===== src/hw/rtl/lbct_pkg.sv =====
// shared types and constants for the learned binned characteristic table
package lbct_pkg;

   localparam int CSR_IDX_W = 3;

   localparam logic [CSR_IDX_W-1:0] REG_POSITION_OFFSET  = 3'd0;
   localparam logic [CSR_IDX_W-1:0] REG_INDEX_SCALE      = 3'd1;
   localparam logic [CSR_IDX_W-1:0] REG_ENTRIES_IN_USE   = 3'd2;
   localparam logic [CSR_IDX_W-1:0] REG_SMOOTHING_WEIGHT = 3'd3;
   localparam logic [CSR_IDX_W-1:0] REG_INITIAL_ESTIMATE = 3'd4;

   localparam logic [1:0] CMD_LOOKUP_POS = 2'd0;
   localparam logic [1:0] CMD_UPDATE_POS = 2'd1;
   localparam logic [1:0] CMD_LOOKUP_IDX = 2'd2;
   localparam logic [1:0] CMD_UPDATE_IDX = 2'd3;

   localparam logic [16:0] WEIGHT_ONE = 17'd65536;

   localparam logic signed [31:0] RESET_POSITION_OFFSET  = 32'sd0;
   localparam logic [31:0]        RESET_INDEX_SCALE      = 32'd65536;
   localparam logic [8:0]         RESET_ENTRIES_IN_USE   = 9'd256;
   localparam logic [16:0]        RESET_SMOOTHING_WEIGHT = 17'd32768;
   localparam logic signed [31:0] RESET_INITIAL_ESTIMATE = 32'sd0;

   typedef struct packed {
      logic [1:0]         cmd;
      logic signed [31:0] position;
      logic [7:0]         entry_index;
      logic signed [31:0] measured_value;
   } req_type;

   typedef struct packed {
      logic signed [31:0] estimate;
      logic [7:0]         used_index;
   } rsp_type;

   typedef struct packed {
      logic fill_start;
      logic fill_en;
      logic latch;
      logic diff_en;
      logic scale_en;
      logic addr_en;
      logic sub_en;
      logic wmul_en;
      logic write_en;
   } ctl_cmd_type;

   typedef struct packed {
      logic fill_last;
      logic init_write;
   } ctl_status_type;

endpackage


===== src/hw/rtl/lbct_ctrl.sv =====
// sequencing state machine for table fill and item processing
module lbct_ctrl
   import lbct_pkg::*;
(
   input  logic           clock,
   input  logic           reset,
   input  logic           start,
   output logic           busy,
   input  ctl_status_type sts,
   output ctl_cmd_type    ctl
);

   localparam logic [2:0] ST_IDLE  = 3'd0;
   localparam logic [2:0] ST_FILL  = 3'd1;
   localparam logic [2:0] ST_DIFF  = 3'd2;
   localparam logic [2:0] ST_SCALE = 3'd3;
   localparam logic [2:0] ST_ADDR  = 3'd4;
   localparam logic [2:0] ST_SUB   = 3'd5;
   localparam logic [2:0] ST_WMUL  = 3'd6;
   localparam logic [2:0] ST_WRITE = 3'd7;

   logic [2:0] state_ff;
   logic [2:0] state_in;

   always_comb begin
      state_in = state_ff;
      ctl      = '0;
      unique case (state_ff)
         ST_IDLE: begin
            if (sts.init_write) begin
               ctl.fill_start = 1'b1;
               state_in       = ST_FILL;
            end else if (start) begin
               ctl.latch = 1'b1;
               state_in  = ST_DIFF;
            end
         end
         ST_FILL: begin
            if (sts.init_write) begin
               ctl.fill_start = 1'b1;
            end else begin
               ctl.fill_en = 1'b1;
               if (sts.fill_last) begin
                  state_in = ST_IDLE;
               end
            end
         end
         ST_DIFF: begin
            ctl.diff_en = 1'b1;
            state_in    = ST_SCALE;
         end
         ST_SCALE: begin
            ctl.scale_en = 1'b1;
            state_in     = ST_ADDR;
         end
         ST_ADDR: begin
            ctl.addr_en = 1'b1;
            state_in    = ST_SUB;
         end
         ST_SUB: begin
            ctl.sub_en = 1'b1;
            state_in   = ST_WMUL;
         end
         ST_WMUL: begin
            ctl.wmul_en = 1'b1;
            state_in    = ST_WRITE;
         end
         ST_WRITE: begin
            ctl.write_en = 1'b1;
            state_in     = ST_IDLE;
         end
         default: begin
            state_in = ST_IDLE;
         end
      endcase
   end

   assign busy = (state_ff != ST_IDLE) || sts.init_write;

   always_ff @(posedge clock) begin
      if (reset) begin
         state_ff <= ST_FILL;
      end else begin
         state_ff <= state_in;
      end
   end

endmodule


===== config.mk =====
export PLATFORM = sky130hd
export DESIGN_NAME = lbct_ctrl
export DESIGN_NICKNAME = d
export VERILOG_FILES = /design/src/hw/rtl/lbct_pkg.sv /design/src/hw/rtl/lbct_ctrl.sv
export SDC_FILE = /design/constraint.sdc
export NUM_CORES = 1
export LEC_CHECK = 0
export BUFFER_PORTS_ARGS = -buffer_cell sky130_fd_sc_hd__clkbuf_2
export CORE_AREA = 2 2 39 41
export CTS_CLUSTER_SIZE = 40
export DETAILED_ROUTE_END_ITERATION = 6
export DIE_AREA = 0 0 41 43
export PLACE_DENSITY_LB_ADDON = 0.05
export SLEW_MARGIN = 20
export SYNTH_ARGS = -nofsm -noshare
export SYNTH_HDL_FRONTEND = slang
export SYNTH_SLANG_ARGS = --single-unit

===== constraint.sdc =====
create_clock -name clock -period 1.2 [get_ports clock]
set_input_delay 0.06 -clock clock [delete_from_list [all_inputs] [get_ports clock]]
set_output_delay 0.06 -clock clock [all_outputs]
set_load 0.01 [all_outputs]

==> metrics.md <==
| Metric | Value |
|---|---|
| Largest Register | `state_ff` |
| Power Dens Cells | `921 mW/mm^2` |
| LEAKAGE | `0.202 nW` |
| Share of layout cells above drive strength 1 | `64.2%` |
| Multi-input logic area | `194 um^2` |
| Nets | `59` |
| Drt pass-1 iters | `4` |
| Area of the mapped netlist | `240 um^2` |
| Critical path fanouts, max | `2` |
| Die W | `41 um` |
| Die H | `43 um` |
| Min Hold Slack | `0.0400 ns` |
| N_diodes | `0` |
| Total routed wirelength | `657 um` |
| Max Slew Vio Count | `0` |
| Syn avg cell area | `7.28 um^2` |
| Yosys warns | `0` |
| Critical Path RT | `1.14 ns` |
| Post-route DRC | `0` |
| Primary FF master, synth | `dfxtp_1` |
| Relative slew slack | `80.9%` |
| CTS tree | `yes` |
| CP arrival | `1.27 ns` |
| First-pass GRT wire length | `1.04 mm` |
| Worst reg2reg path depth | `3` |
| Crit path kind | `register to primary output` |
| Syn Nets | `38` |
| Antenna violations before repair | `0` |
| CTS max path bufs | `2` |
| Worst hold path class | `input pin to register` |
| Final Core Density | `30.7%` |
| DRT iter0 DRCs | `4` |
| CTS Buf Count | `3` |
| Routed vias/inst | `4.36` |
| FF/Latch Area | `62.6 um^2` |
| Violated checks | `negative setup slack` |
| Clk slew on worst S/H paths | `0.03 ns` |
| Die ar. | `0.00176 mm^2` |
| Core area | `0.00138 mm^2` |
| DP HPWL | `493 um` |
| Critical path origin | `state_ff[1]` |
| Initial core utilization | `17.4%` |
| Vias in the first global route | `249` |
| DRT antenna net count | `0` |
| GRT Total Usage | `9.11%` |
| Slew at the pin with the worst max-slew slack | `0.282 ns` |
| Commonest non-fill, non-tap cell in the layout | `clkbuf_2` |
| Crit share post-route | `111%` |
| Final setup vio count | `2` |
| Most frequent cells in the layout | `11 x clkbuf_2, 6 x nor2_1, 3 x clkbuf_4, 3 x buf_2, 3 x buf_4` |
| CTS hold repair buffers | `0` |
| Crit path time final | `1.33 ns` |
| DR WL/cell | `9.52 um` |
| RSZ-0062 raised after global routing | `yes` |
| Row Count | `14` |
| Final worst slack | `-0.132 ns` |
| Worst Setup EP | `ctl[6]` |
| Skew-Pair Late Insertion Delay | `0.23 ns` |
| Max cap viols | `0` |
| Root Driver | `clkbuf_4` |
| Mapped Cells | `33` |
| Fillers | `160` |
| Status | `finished with violations` |
| Post-synthesis sequential area ratio | `25.0%` |
| Post-synth EDFFs | `0` |
| Asr flop ratio synth | `0%` |
| VDD IR max | `0.429 mV` |
| Largest register FFs | `3` |
| Skew final | `0.000900 ns` |
| GPL Wtd Cong | `0.678` |
| Sink Count | `3` |
| Grt total ovfl | `0` |
| Post-route setup TNS | `-0.212 ns` |
| Yosys cell types | `21` |
| Internal reg-to-reg setup slack | `0.15 ns` |
| CP endpoint kind | `primary output` |
| Worst r2r src | `state_ff[1]` |
| Final hold violation count | `0` |
| Largest net degree at the start of global routing | `12` |
| Vias | `301` |
| Area grow syn2layout | `77.1%` |
| Max frequency | `751 MHz` |
| Largest regs | `state_ff: 3 flops` |
| Reg2reg end | `state_ff[0]` |
| Final Non-Filler Cells | `69` |
| CTS H-tree depth | `1` |
| PortBufs | `14` |
| Placed Cells | `64` |
| #FFs+latches synth | `3` |
| Top Ports | `15` |
| Startpoint types | `register` |
==> cell families after synthesis <==
family                 count (synthesis)  synth area share [%]
AO/OA/AOI/OAI                          5                  16.7
XOR/XNOR                               1                  3.65
buffers and inverters                  5                  9.37
AND/OR/NAND/NOR                       19                  45.3
flip-flops                             3                  25.0
==> layout make-up <==
class                   instances  share of cell area, %
clock buffers                   4                   6.18
inverters                       2                   1.76
multi-input cells              25                   45.6
flip-flops and latches          3                   14.7
well taps                      16                   4.71
repair buffers                 19                   27.1
==> critical path: stages (launching register included) <==
cell and delay (ns):
dfxtp_2 0.31, or4_4 0.53, nor2_2 0.08, buf_2 0.13
==> how the worst min path moves through the flow <==
stage | end | from | slack [ns] | depth (start not counted)
2_1_floorplan | state_ff[2] | reset | 0.13 | 1
3_3_place_gp | state_ff[2] | reset | 0.28 | 2
3_5_place_dp | state_ff[2] | reset | 0.28 | 2
4_1_cts | state_ff[2] | reset | 0.03 | 2
5_1_grt | state_ff[2] | reset | 0.03 | 2
6_report | state_ff[2] | reset | 0.04 | 2
==> power breakdown <==
part	internal [W]	leakage, nW	switching [W]
sequential	0.000107	0.0246	0.00000392
combinational	0.0000543	0.163	0.0000547
clock	0.000124	0.0150	0.0000478
==> synthesized netlist by cell type, types with 2 or more instances <==
cell	instances	share of area, %
buf_2	3	6.2
nand2b_1	2	5.2
nor2_1	7	11
dfxtp_1	3	25
and3_2	2	6.2
==> routing by layer <==
metal	part of all wire [%]	global-route usage [%]	vias to the layer above	routed length [um]
li1	-	-	156	-
met1	44	12.1	133	292
met2	47	10.9	10	308
met3	7.3	1.57	2	48
met4	1.2	10.0	0	8
met5	0	0	-	0
==> repair_timing <==
item	4_1_cts	5_1_grt
gates cloned	0	0
setup endpoints to repair	3	8
gates resized for setup	3	10
buffers inserted	0	1
pin swaps	0	0
==> through the flow <==
| stage | worst slack (ns) | power [W] | instance area, um^2 |
|---|---|---|---|
| floorplan | 0.157 | 0.000163 | 240 |
| global placement | 0.0802 | 0.000201 | 345 |
| global route | -0.201 | 0.000421 | 425 |
| finish | -0.132 | 0.000392 | 425 |
| detailed placement | 0.0964 | 0.000201 | 345 |
| CTS | -0.153 | 0.000391 | 383 |
Note: power is estimated with default switching activity, not from simulation.
